[src/design/rvsp_pkg.sv]
// shared constants, types and format tables of the raw video segment planner
package rvsp_pkg;

  // shared multiplier widths
  localparam int unsigned MUL_A_W = 32;
  localparam int unsigned MUL_B_W = 17;
  localparam int unsigned MUL_P_W = MUL_A_W + MUL_B_W;

  // payload accounting
  localparam int unsigned HEAD_BYTES    = 6;
  localparam int unsigned SEQ_EXT_BYTES = 2;
  localparam int unsigned MIN_PAYLOAD   = 16;

  // reciprocal multiply: floor(n / group_bytes) = (n * recip) >> RECIP_SHIFT, n < 2**16
  localparam int unsigned RECIP_SHIFT = 18;

  typedef enum logic [2:0] {
    FMT_UYVY422   = 3'd0,
    FMT_YUV422_10 = 3'd1,
    FMT_YUV420    = 3'd2,
    FMT_RGB24     = 3'd3,
    FMT_BGR24     = 3'd4
  } pix_fmt_e;

  typedef enum logic [2:0] {
    REG_FRAME_WIDTH  = 3'd0,
    REG_FRAME_HEIGHT = 3'd1,
    REG_PIXEL_FORMAT = 3'd2,
    REG_INTERLACED   = 3'd3,
    REG_MAX_PAYLOAD  = 3'd4
  } cfg_reg_e;

  function automatic logic fmt_known(logic [2:0] fmt);
    logic ok;
    case (fmt)
      FMT_UYVY422, FMT_YUV422_10, FMT_YUV420, FMT_RGB24, FMT_BGR24: ok = 1'b1;
      default: ok = 1'b0;
    endcase
    return ok;
  endfunction

  // bytes per pixel group
  function automatic logic [2:0] grp_bytes(logic [2:0] fmt);
    logic [2:0] gb;
    case (fmt)
      FMT_UYVY422:   gb = 3'd4;
      FMT_YUV422_10: gb = 3'd5;
      FMT_YUV420:    gb = 3'd6;
      FMT_RGB24:     gb = 3'd3;
      FMT_BGR24:     gb = 3'd3;
      default:       gb = 3'd3;
    endcase
    return gb;
  endfunction

  // log2 of pixels per pixel group
  function automatic logic [1:0] grp_px_lg(logic [2:0] fmt);
    logic [1:0] lg;
    case (fmt)
      FMT_UYVY422:   lg = 2'd1;
      FMT_YUV422_10: lg = 2'd1;
      FMT_YUV420:    lg = 2'd2;
      FMT_RGB24:     lg = 2'd0;
      FMT_BGR24:     lg = 2'd0;
      default:       lg = 2'd0;
    endcase
    return lg;
  endfunction

  // ceil(2**RECIP_SHIFT / group bytes)
  function automatic logic [MUL_B_W-1:0] grp_recip(logic [2:0] fmt);
    logic [MUL_B_W-1:0] r;
    case (fmt)
      FMT_UYVY422:   r = 17'd65536;
      FMT_YUV422_10: r = 17'd52429;
      FMT_YUV420:    r = 17'd43691;
      FMT_RGB24:     r = 17'd87382;
      FMT_BGR24:     r = 17'd87382;
      default:       r = 17'd87382;
    endcase
    return r;
  endfunction

endpackage

[src/design/raw_video_rtp_segment_planner.sv]
// top level of the raw video rtp segment planner
// Each accepted request plans the next RTP packet of a raw video frame and
// returns one result per segment header, the last one carrying the payload
// byte count and the end-of-frame marker. Work runs one request at a time:
// in_stall_o is high from acceptance until the last result has been
// transferred. A request that gives no result (unknown format or finished
// frame) goes from ST_START straight back to ST_IDLE. Otherwise each segment
// steps through ST_SEG, ST_LEN, ST_ROW, ST_SUM, ST_SRC and ST_OUT when the
// rest of the line fits, with ST_QUOT and ST_PLEN after ST_LEN when the line
// must be split, and a result waits in ST_OUT while out_stall_i is high; the
// steps are set by the single shared 32x17 multiplier with registered
// product, which forms three products in sequence per segment (group
// bytes, line times width, byte scaling) and two more for a split
// (reciprocal division, whole groups). A typical 1400-byte packet on a
// wide UYVY line is one split segment.
module raw_video_rtp_segment_planner
  import rvsp_pkg::*;
#(
  parameter int unsigned MAX_SEGMENTS = 64
) (
  input  logic        clk_i,
  input  logic        rst_ni,

  input  logic        psel,
  input  logic        penable,
  input  logic        pwrite,
  input  logic [4:0]  paddr,
  input  logic [31:0] pwdata,
  output logic [31:0] prdata,
  output logic        pready,

  input  logic        in_valid_i,
  output logic        in_stall_o,
  input  logic        new_frame_i,
  input  logic        field_parity_i,
  input  logic [31:0] frame_bytes_i,

  output logic        out_valid_o,
  input  logic        out_stall_i,
  output logic [15:0] seg_length_o,
  output logic [14:0] line_number_o,
  output logic        field_bit_o,
  output logic [14:0] pixel_offset_o,
  output logic        continuation_o,
  output logic [31:0] source_offset_o,
  output logic        overrun_o,
  output logic        last_in_packet_o,
  output logic [15:0] packet_bytes_o,
  output logic        end_of_frame_o
);

  localparam int unsigned CntW = $clog2(MAX_SEGMENTS + 1);

  typedef enum logic [3:0] {
    ST_IDLE,
    ST_START,
    ST_SEG,
    ST_LEN,
    ST_QUOT,
    ST_PLEN,
    ST_ROW,
    ST_SUM,
    ST_SRC,
    ST_OUT
  } st_e;

  // configuration registers
  logic [14:0] fw_q;
  logic [14:0] fh_q;
  logic [2:0]  fmt_q;
  logic        il_q;
  logic [15:0] mp_q;
  logic        cfg_wr;

  assign pready = 1'b1;
  assign cfg_wr = psel & penable & pwrite;

  always_ff @(posedge clk_i or negedge rst_ni) begin
    if (!rst_ni) begin
      fw_q  <= 15'd1920;
      fh_q  <= 15'd1080;
      fmt_q <= FMT_UYVY422;
      il_q  <= 1'b0;
      mp_q  <= 16'd1400;
    end else if (cfg_wr) begin
      case (paddr[4:2])
        REG_FRAME_WIDTH:  fw_q  <= pwdata[14:0];
        REG_FRAME_HEIGHT: fh_q  <= pwdata[14:0];
        REG_PIXEL_FORMAT: fmt_q <= pwdata[2:0];
        REG_INTERLACED:   il_q  <= pwdata[0];
        REG_MAX_PAYLOAD:  mp_q  <= pwdata[15:0];
        default: ;
      endcase
    end
  end

  always_comb begin
    case (paddr[4:2])
      REG_FRAME_WIDTH:  prdata = {17'd0, fw_q};
      REG_FRAME_HEIGHT: prdata = {17'd0, fh_q};
      REG_PIXEL_FORMAT: prdata = {29'd0, fmt_q};
      REG_INTERLACED:   prdata = {31'd0, il_q};
      REG_MAX_PAYLOAD:  prdata = {16'd0, mp_q};
      default:          prdata = 32'd0;
    endcase
  end

  // planner state
  st_e             state_q, state_d;
  logic [15:0]     cur_line_q, cur_line_d;
  logic [14:0]     line_off_q, line_off_d;
  logic [CntW-1:0] cnt_q, cnt_d;
  logic            field_q, field_d;
  logic [31:0]     avail_q, avail_d;
  logic [15:0]     left_q, left_d;
  logic [14:0]     pix_q, pix_d;
  logic [16:0]     len_q, len_d;
  logic            whole_q, whole_d;
  logic [14:0]     hdr_line_q, hdr_line_d;
  logic [14:0]     seg_off_q, seg_off_d;

  // result register
  logic        ov_q, ov_d;
  logic [15:0] o_len_q, o_len_d;
  logic [14:0] o_line_q, o_line_d;
  logic        o_field_q, o_field_d;
  logic [14:0] o_off_q, o_off_d;
  logic        o_cont_q, o_cont_d;
  logic [31:0] o_src_q, o_src_d;
  logic        o_over_q, o_over_d;
  logic        o_last_q, o_last_d;
  logic [15:0] o_pbytes_q, o_pbytes_d;
  logic        o_eof_q, o_eof_d;

  // shared multiplier
  logic [MUL_A_W-1:0] mul_a;
  logic [MUL_B_W-1:0] mul_b;
  logic [MUL_P_W-1:0] mul_p;

  rvsp_mul u_mul (
    .clk_i (clk_i),
    .a_i   (mul_a),
    .b_i   (mul_b),
    .p_o   (mul_p)
  );

  logic [2:0]  gb;
  logic [1:0]  lg;
  logic [15:0] budget;
  logic [14:0] pix_rest;
  logic [16:0] len_full;
  logic [14:0] quot;
  logic [14:0] hdr_line;
  logic [15:0] row;
  logic [31:0] base;
  logic [34:0] src;
  logic        more;

  assign gb     = grp_bytes(fmt_q);
  assign lg     = grp_px_lg(fmt_q);
  assign budget = (mp_q < 16'(MIN_PAYLOAD)) ? 16'(MIN_PAYLOAD) : mp_q;

  always_comb begin
    pix_rest = (line_off_q < fw_q) ? (fw_q - line_off_q) : 15'd0;
    len_full = 17'(mul_p >> lg);
    quot     = 15'(mul_p >> RECIP_SHIFT);
    hdr_line = il_q ? cur_line_q[15:1] : cur_line_q[14:0];
    row      = il_q ? {cur_line_q[15:1], field_q} : {1'b0, cur_line_q[14:0]};
    base     = 32'(mul_p) + 32'(seg_off_q);
    src      = 35'(mul_p >> lg);
    more     = (left_q > (16'(HEAD_BYTES) + 16'(gb))) &&
               (cur_line_q < {1'b0, fh_q}) &&
               (CntW'(cnt_q + 1'b1) < CntW'(MAX_SEGMENTS));
  end

  always_comb begin
    state_d    = state_q;
    cur_line_d = cur_line_q;
    line_off_d = line_off_q;
    cnt_d      = cnt_q;
    field_d    = field_q;
    avail_d    = avail_q;
    left_d     = left_q;
    pix_d      = pix_q;
    len_d      = len_q;
    whole_d    = whole_q;
    hdr_line_d = hdr_line_q;
    seg_off_d  = seg_off_q;
    ov_d       = ov_q;
    o_len_d    = o_len_q;
    o_line_d   = o_line_q;
    o_field_d  = o_field_q;
    o_off_d    = o_off_q;
    o_cont_d   = o_cont_q;
    o_src_d    = o_src_q;
    o_over_d   = o_over_q;
    o_last_d   = o_last_q;
    o_pbytes_d = o_pbytes_q;
    o_eof_d    = o_eof_q;
    mul_a      = '0;
    mul_b      = '0;

    case (state_q)
      ST_IDLE: begin
        if (in_valid_i) begin
          if (new_frame_i) begin
            cur_line_d = 16'd0;
            line_off_d = 15'd0;
          end
          field_d = field_parity_i;
          avail_d = frame_bytes_i;
          state_d = ST_START;
        end
      end
      ST_START: begin
        if (!fmt_known(fmt_q) || (cur_line_q >= {1'b0, fh_q})) begin
          state_d = ST_IDLE;
        end else begin
          left_d  = budget - 16'(SEQ_EXT_BYTES);
          cnt_d   = '0;
          state_d = ST_SEG;
        end
      end
      ST_SEG: begin
        pix_d   = pix_rest;
        left_d  = left_q - 16'(HEAD_BYTES);
        mul_a   = MUL_A_W'(pix_rest);
        mul_b   = MUL_B_W'(gb);
        state_d = ST_LEN;
      end
      ST_LEN: begin
        if ({1'b0, left_q} >= len_full) begin
          whole_d = 1'b1;
          len_d   = len_full;
          state_d = ST_ROW;
        end else begin
          // whole groups that fit: left / group bytes by reciprocal
          whole_d = 1'b0;
          mul_a   = MUL_A_W'(left_q);
          mul_b   = grp_recip(fmt_q);
          state_d = ST_QUOT;
        end
      end
      ST_QUOT: begin
        pix_d   = 15'(quot << lg);
        mul_a   = MUL_A_W'(quot);
        mul_b   = MUL_B_W'(gb);
        state_d = ST_PLEN;
      end
      ST_PLEN: begin
        len_d   = 17'(mul_p);
        state_d = ST_ROW;
      end
      ST_ROW: begin
        hdr_line_d = hdr_line;
        seg_off_d  = line_off_q;
        left_d     = left_q - len_q[15:0];
        mul_a      = MUL_A_W'(row);
        mul_b      = MUL_B_W'(fw_q);
        if (whole_q) begin
          cur_line_d = cur_line_q + (il_q ? 16'd2 : 16'd1);
          line_off_d = 15'd0;
        end else begin
          line_off_d = line_off_q + pix_q;
        end
        state_d = ST_SUM;
      end
      ST_SUM: begin
        mul_a   = base;
        mul_b   = MUL_B_W'(gb);
        state_d = ST_SRC;
      end
      ST_SRC: begin
        o_len_d    = len_q[15:0];
        o_line_d   = hdr_line_q;
        o_field_d  = field_q;
        o_off_d    = seg_off_q;
        o_cont_d   = more;
        o_src_d    = src[31:0];
        o_over_d   = ({1'b0, src} + 36'(len_q)) > 36'(avail_q);
        o_last_d   = !more;
        o_pbytes_d = more ? 16'd0 : (budget - left_q);
        o_eof_d    = !more && (cur_line_q >= {1'b0, fh_q});
        ov_d       = 1'b1;
        state_d    = ST_OUT;
      end
      ST_OUT: begin
        if (!out_stall_i) begin
          ov_d = 1'b0;
          if (o_cont_q) begin
            cnt_d   = cnt_q + 1'b1;
            state_d = ST_SEG;
          end else begin
            state_d = ST_IDLE;
          end
        end
      end
      default: begin
        state_d = ST_IDLE;
      end
    endcase
  end

  always_ff @(posedge clk_i or negedge rst_ni) begin
    if (!rst_ni) begin
      state_q    <= ST_IDLE;
      cur_line_q <= 16'd0;
      line_off_q <= 15'd0;
      cnt_q      <= '0;
      ov_q       <= 1'b0;
      field_q    <= 1'b0;
      avail_q    <= 32'd0;
      left_q     <= 16'd0;
      pix_q      <= 15'd0;
      len_q      <= 17'd0;
      whole_q    <= 1'b0;
      hdr_line_q <= 15'd0;
      seg_off_q  <= 15'd0;
      o_len_q    <= 16'd0;
      o_line_q   <= 15'd0;
      o_field_q  <= 1'b0;
      o_off_q    <= 15'd0;
      o_cont_q   <= 1'b0;
      o_src_q    <= 32'd0;
      o_over_q   <= 1'b0;
      o_last_q   <= 1'b0;
      o_pbytes_q <= 16'd0;
      o_eof_q    <= 1'b0;
    end else begin
      state_q    <= state_d;
      cur_line_q <= cur_line_d;
      line_off_q <= line_off_d;
      cnt_q      <= cnt_d;
      ov_q       <= ov_d;
      field_q    <= field_d;
      avail_q    <= avail_d;
      left_q     <= left_d;
      pix_q      <= pix_d;
      len_q      <= len_d;
      whole_q    <= whole_d;
      hdr_line_q <= hdr_line_d;
      seg_off_q  <= seg_off_d;
      o_len_q    <= o_len_d;
      o_line_q   <= o_line_d;
      o_field_q  <= o_field_d;
      o_off_q    <= o_off_d;
      o_cont_q   <= o_cont_d;
      o_src_q    <= o_src_d;
      o_over_q   <= o_over_d;
      o_last_q   <= o_last_d;
      o_pbytes_q <= o_pbytes_d;
      o_eof_q    <= o_eof_d;
    end
  end

  assign in_stall_o       = (state_q != ST_IDLE);
  assign out_valid_o      = ov_q;
  assign seg_length_o     = o_len_q;
  assign line_number_o    = o_line_q;
  assign field_bit_o      = o_field_q;
  assign pixel_offset_o   = o_off_q;
  assign continuation_o   = o_cont_q;
  assign source_offset_o  = o_src_q;
  assign overrun_o        = o_over_q;
  assign last_in_packet_o = o_last_q;
  assign packet_bytes_o   = o_pbytes_q;
  assign end_of_frame_o   = o_eof_q;

  // a result is only presented while a request is in progress
  a_out_while_busy: assert property (@(posedge clk_i) disable iff (!rst_ni)
    out_valid_o |-> in_stall_o)
    else $error("result presented while idle");

  a_cont_xor_last: assert property (@(posedge clk_i) disable iff (!rst_ni)
    out_valid_o |-> (continuation_o != last_in_packet_o))
    else $error("continuation and last marker disagree");

  a_tail_fields: assert property (@(posedge clk_i) disable iff (!rst_ni)
    (out_valid_o && !last_in_packet_o) |-> (packet_bytes_o == 16'd0 && !end_of_frame_o))
    else $error("packet totals on a non-final segment");

  a_seg_cap: assert property (@(posedge clk_i) disable iff (!rst_ni)
    (state_q != ST_IDLE) |-> (cnt_q < CntW'(MAX_SEGMENTS)))
    else $error("segment count past cap");

  a_out_from_src: assert property (@(posedge clk_i) disable iff (!rst_ni)
    $rose(out_valid_o) |-> ($past(state_q) == ST_SRC))
    else $error("result raised outside the final planning step");

endmodule

[src/design/rvsp_mul.sv]
// shared multiplier with registered product
module rvsp_mul
  import rvsp_pkg::*;
(
  input  logic               clk_i,
  input  logic [MUL_A_W-1:0] a_i,
  input  logic [MUL_B_W-1:0] b_i,
  output logic [MUL_P_W-1:0] p_o
);

  logic [MUL_P_W-1:0] p_d;
  logic [MUL_P_W-1:0] p_q;

  always_comb begin
    p_d = a_i * b_i;
  end

  always_ff @(posedge clk_i) begin
    p_q <= p_d;
  end

  assign p_o = p_q;

endmodule
[config.mk]
export PLATFORM = sky130hd
export DESIGN_NAME = raw_video_rtp_segment_planner
export DESIGN_NICKNAME = d
export VERILOG_FILES = /design/src/design/rvsp_pkg.sv /design/src/design/raw_video_rtp_segment_planner.sv /design/src/design/rvsp_mul.sv
export SDC_FILE = /design/constraint.sdc
export NUM_CORES = 2
export LEC_CHECK = 0
export ABC_AREA = 0
export BUFFER_PORTS_ARGS = -buffer_cell sky130_fd_sc_hd__buf_2
export CAP_MARGIN = 20
export CELL_PAD_IN_SITES_DETAIL_PLACEMENT = 1
export CELL_PAD_IN_SITES_GLOBAL_PLACEMENT = 2
export CORE_AREA = 2 2 227 453
export DETAILED_ROUTE_END_ITERATION = 16
export DIE_AREA = 0 0 229 455
export PLACE_DENSITY = 0.76
export SETUP_SLACK_MARGIN = 0.15
export SYNTH_ARGS = -nofsm -noshare
export SYNTH_HDL_FRONTEND = slang
export SYNTH_SLANG_ARGS = --single-unit
[constraint.sdc]
create_clock -name clk_i -period 9.7 [get_ports clk_i]
set_input_delay 1.94 -clock clk_i [delete_from_list [all_inputs] [get_ports clk_i]]
set_output_delay 1.94 -clock clk_i [all_outputs]
set_load 0.01 [all_outputs]
### After elaboration in Yosys (flattened, before gate mapping)

Cells that the tools add are included.

* flip-flop bits (word level): 353
* bits in latches: 0
* memory bits (writable): 0
* ROM bits: 0
* output and inout port bits: 134
* memories: 0

* add/subtract/negate cells: 11
* $mul: 1
* divide/modulo/power cells: 0
* order comparisons: 8
* eq/ne operators: 24
* shifts and indexed selects: 2
* muxes and demuxes: 42
* bitwise operators: 2
* reduce and logical (&&, ||, !) cells: 32

Operators with widths (count)
* one-hot mux 32 bit (5 select lines): 1
* 2-to-1 mux 16 bit: 8
* one-hot mux 17 bit (3 select lines): 2
* one-hot mux 16 bit (5 select lines): 1
* 2-to-1 mux 15 bit: 5
* one-hot mux 15 bit (2 select lines): 2
* multiplier 32 x 17 -> 49 bit: 1
* right shift 49 x 2 -> 35 bit: 1
* one-hot mux 16 bit (3 select lines): 1
* one-hot mux 4 bit (10 select lines): 1
* adder 35 x 17 -> 36 bit: 1
* > comparator 36 x 32 -> 1 bit: 1
* 2-to-1 mux 17 bit: 2
* one-hot mux 17 bit (2 select lines): 1
* adder 32 x 15 -> 32 bit: 1
* one-hot mux 16 bit (2 select lines): 1
* subtractor 16 bit: 2
* 2-to-1 mux 7 bit: 3
* AND reduction 2 bit: 10
* greater-or-equal comparator 16 x 17 -> 1 bit: 1
* adder 16 x 2 -> 16 bit: 1
* == test 4 x 3 -> 1 bit (second input constant): 4
* greater-or-equal comparator 16 x 15 -> 1 bit: 1
* > comparator 16 x 4 -> 1 bit: 1
* 39 further kinds: 69

### Depth between registers and ports, before layout

* word-level depth: 8
* gate-level depth with buffers: 44
* mapped depth without buffers: 38

### Hierarchy

Synthesis repeated with hierarchy kept, for this count alone.

* cell total of the unflattened synthesis: 4524
* area, all modules: 39832.0 um^2

By module, submodules not included
* raw_video_rtp_segment_planner: instances 1, cells each 2422, area an instance 21416.8 um^2
* rvsp_mul: instances 1, cells each 2102, area an instance 18415.2 um^2

### Worst setup path before layout

OpenSTA, ideal clock, no wires.

* path type: register -> register
* start: register fmt_q[2]
* end: register u_mul.p_q[31] (netlist: u_mul.p_o[31])
* setup time: 0.106 ns
* arrival time: 9.683 ns
* data required time: 9.594 ns
* setup slack: -0.089 ns
* cell stages (with the launch flop): 40
* path buffers: 7
* period minus slack after synthesis: 9.789 ns
* cells stage by stage: dfrtp_1 > buf_2 > nor3b_1 > buf_2 > buf_1 > clkbuf_1 > a21oi_1 > a21oi_1 > ha_1 > a21o_1 > a21o_1 > a21o_1 > a21o_1 > a2111o_1 > o21bai_2 > and2_1 > buf_2 > a22o_1 > (+4 left out) > fa_1 > fa_1 > fa_1 > fa_1 > inv_1 > fa_1 > inv_1 > ha_1 > clkbuf_1 > a21o_1 > a21oi_1 > nor2_1 > a211o_1 > a31oi_1 > a21o_1 > a21oi_1 > or4b_2 > o311ai_0

* cells in the longest elaborated chain, start to end: 8
* elaborated cells on any way between the ends: 14
* those cells by class: mul: 1; order compare: 1; eq/ne: 2; shift: 1; mux: 7; reduce/logical: 2

Ends and longest elaborated chain
* from (decl): RTL line raw_video_rtp_segment_planner.sv:70 `logic [2:0] fmt_q;`
* from (signal assigned): RTL line raw_video_rtp_segment_planner.sv:89 `REG_PIXEL_FORMAT: fmt_q <= pwdata[2:0];`
* == test 3 x 1 -> 1 bit / logical NOT 3 bit (equally long branches): RTL line rvsp_pkg.sv:45, rvsp_pkg.sv:59, rvsp_pkg.sv:73
* OR reduction 2 bit (no line)
* one-hot mux 2 bit (2 select lines): RTL line rvsp_pkg.sv:59 `case (fmt)`
* right shift 49 x 2 -> 35 bit
* greater-or-equal comparator 16 x 17 -> 1 bit: RTL line raw_video_rtp_segment_planner.sv:232 `if ({1'b0, left_q} >= len_full) begin`
* 2-to-1 mux 16 bit / 2-to-1 mux 17 bit (equally long branches): RTL line raw_video_rtp_segment_planner.sv:232
* one-hot mux 32 bit (5 select lines) / one-hot mux 17 bit (3 select lines) (equally long branches): RTL line raw_video_rtp_segment_planner.sv:203 `case (state_q)`
* multiplier 32 x 17 -> 49 bit *: RTL line rvsp_mul.sv:15 `p_d = a_i * b_i;`
* via u_mul.p_d[31]: RTL line rvsp_mul.sv:11 `logic [MUL_P_W-1:0] p_d;`
* to (signal assigned): RTL line rvsp_mul.sv:19 `p_q <= p_d;`
* to (decl): RTL line rvsp_mul.sv:12 `logic [MUL_P_W-1:0] p_q;`

Mark *: on every way through the listed nets, which the timed path passes. The rest lies on a longest branch.
A chain may end at the register's enable or synchronous reset.

### Worst setup path after layout

* start: register fmt_q[1]
* end: register u_mul.p_q[31] (netlist: u_mul.p_o[31])

The elaborated chain is that of the path after synthesis.

==> flow_metrics.py <==
metrics = {
    "pwr": {
        "total_power_mw": 14.77,
        "leakagePower_nw": 21.52,
        "ir_worst_vdd_mv": 0.3266,
        "p_per_area_nw_per_um2": 340.1,
    },
    "finish": {
        "final_cell_mix": "inv_1, nand2_1, fa_1",
        "fin_cells": 6062,
        "drive_above_1_share_pct": 17.82,
        "area_growth_pct": 20.48,
        "fin_nets": 5412,
        "final_common_cell": "inv_1",
    },
    "sta": {
        "fin_crit_ps": 9452,
        "finClkSkew_ps": 36.53,
        "min_period_over_period_pct": 97.45,
        "drv_slew": 0,
        "grt_setup_unrepaired": "yes",
        "fmax_mhz": 105.8,
        "finalHoldViolations": 0,
        "tightest_slew_ps": 1097,
        "finalSetupViolations": 0,
        "max-slew-margin-rel_pct": 26.54,
    },
    "outcome": {
        "status": "finished, final reports clean",
    },
    "clock_network": {
        "ctsRootBufferMaster": "clkbuf_16",
        "cts_hold_buf": 0,
        "clk_latency_ps": 610,
        "cts_buffers": 35,
        "clock-sinks": 341,
        "h-tree-depth": 2,
        "clk_pin_slew_worst_paths_ps": 70,
        "cts_tree": "built",
        "cts.path.max_buffers": 3,
    },
    "floorplanning": {
        "die_h_um": 455,
        "dieWidth_um": 229,
        "initial_core_util_pct": 35.78,
        "fp.dieArea_um2": 104200,
        "core-area_um2": 100700,
        "num_rows": 165,
        "io-pin-count": 212,
    },
    "setup_path": {
        "path_class": "reg -> reg",
        "endpoint_kind": "flop",
        "critPathLaunchType": "flop",
        "critPathMostFrequentCell": "a21o_1",
        "crit_arrival_ps": 9960,
        "slowest_delay_ps": 680,
        "cp_max_fo": 6,
        "crit_start": "fmt_q[1]$_DFFE_PN0P_",
        "critPathSlowestCell": "fa_2",
        "rr_startpoint": "fmt_q[1]$_DFFE_PN0P_",
        "critPathRequiredTime_ps": 10210,
    },
    "job": {
        "max-cap-violations": 0,
    },
    "drt": {
        "vias_per_cell": 5.314,
        "drtIter0Drc": 1565,
        "drtPass1Iterations": 6,
        "ant_nets": 0,
        "drc_errors": 0,
        "wl_per_cell_um": 24.73,
        "vias": 32210,
        "routed_wirelength_um": 149900,
    },
    "place": {
        "gp_congestion": 0.9680,
        "io_buffers": 176,
        "dpl.cell_count": 5950,
        "hpwl_um": 124000,
    },
    "grt": {
        "antenna_found_initial": 5,
        "first_global_vias": 35660,
        "grt_overflow": 0,
        "track_usage_pct": 28.95,
        "grt_max_degree": 152,
        "grt_pass1_wl_um": 221000,
    },
    "synthesis": {
        "syn_inst": 4144,
        "yosysUniqueCellTypes": 86,
        "ys_warn_count": 0,
        "yosys.area.top_type": "fa_1",
        "seq_area_frac_synth_pct": 23.21,
        "synth_edf_count": 0,
        "synth_top_area_share_pct": 22.44,
        "synthTopCellsByArea": "fa_1, dfrtp_1, ha_1",
        "async_reset_ff_share_pct": 89.15,
        "ys_ff_latch": 341,
        "syn_avg_cell_area_um2": 8.698,
        "synth_ff_type": "dfrtp_1",
        "syn_area_um2": 36050,
    },
    "min_path": {
        "hold_class": "reg -> reg",
        "hold_path_startpoint": "hdr_line_q[12]$_DFFE_PN0P_",
    },
}
-- synthesized netlist by cell type, types with 71 or more instances --
cell type and count:
inv_1 647, nand2_1 627, fa_1 404, dfrtp_1 290
o21ai_0 280, ha_1 237, a21oi_1 199, nor2_1 185
clkbuf_1 136, xnor2_1 86, mux2_2 71
-- cells by family (layout without fill, tap and decap cells) --
kind of cell | after synthesis | count (layout) | synth area share (%)
xor+xnor | 154 | 154 | 3.742
compound gates | 822 | 822 | 14.27
fa+ha+maj | 644 | 644 | 30.75
buf+inv | 844 | 1246 | 9.080
other cells | 2 | 182 | 0.02083
flops | 341 | 341 | 23.21
simple gates | 1219 | 1219 | 15.36
mux | 118 | 118 | 3.561
-- metal layers --
layer	share of wire [%]	global-route usage [%]
met2	54	55.01
met4	12	28.26
met1	31	26.19
met5	0	0
met3	3.1	3.250
-- flip-flops by register name, summed over array words and instances, names as in the netlist, 16 cells and up --
signal and cells:
cur_line_q 16, avail_q 32, len_q 17, source_offset_o 32, u_mul.p_o 37, packet_bytes_o 16
mp_q 16, seg_length_o 16, left_q 16
-- power breakdown --
part | internal, mW | total, mW | switching (mW)
Clock | 0.866 | 1.53 | 0.663
Sequential | 1.95 | 2.55 | 0.598
Combinational | 4.42 | 10.7 | 6.27
Total | 7.24 | 14.8 | 7.53
-- critical path: cells and delay by family (launching register included) --
kind                       cells  cell delay [ps]
adders and majority gates      8             3590
and+or+nand+nor                4             1030
DFF                            1              440
buffers and inverters         14             1670
AOI/OAI and AO/OA             16             2580
-- layout make-up --
class | count | area [µm²]
inverters | 648 | 2432
clock inverters | 17 | 260.3
well taps | 1336 | 1672
repair buffers | 534 | 4025
fillers | 12050 | 57320
diodes | 6 | 15.01
flip-flops and latches | 341 | 8368
clock buffers | 47 | 962.2
multi-input cells | 3133 | 25690
-- final timing paths --
path	cells after the start	slack [ps]	endpoint
worst max-delay path	42	250	u_mul.p_o[31]$_DFF_P_
worst min-delay path	2	460	line_number_o[12]$_DFFE_PN0P_
worst max register to register	42	250	u_mul.p_o[31]$_DFF_P_
worst min register to register	2	460	line_number_o[12]$_DFFE_PN0P_
max in group asynchronous	2	6860	pixel_offset_o[12]$_DFFE_PN0P_
min in group asynchronous	1	1360	source_offset_o[11]$_DFFE_PN0P_
-- stage by stage --
step                worst slack (ps)  hold WS (ps)  cell area [µm²]  TNS (ps)  utilization, %
finish                         247.6         464.4            43430         0           43.11
global route                   29.99         490.6            43420         0           43.09
CTS                            151.2         473.7            42730         0           42.41
detailed placement            -410.2         457.1            41060     -1797           40.76
global placement              -349.9         448.8            41060     -1164           40.76
floorplan                      155.1         438.6            36710         0               -
-- repair_timing --
| item | CTS | global route |
|---|---|---|
| buffers inserted | 12 | 24 |
| pin swaps | 38 | 107 |
| setup endpoints to repair | 16 | 16 |
| cloned | 3 | 0 |
| gates resized for setup | 72 | 103 |
No activity file was read; power rests on OpenSTA's default activity.
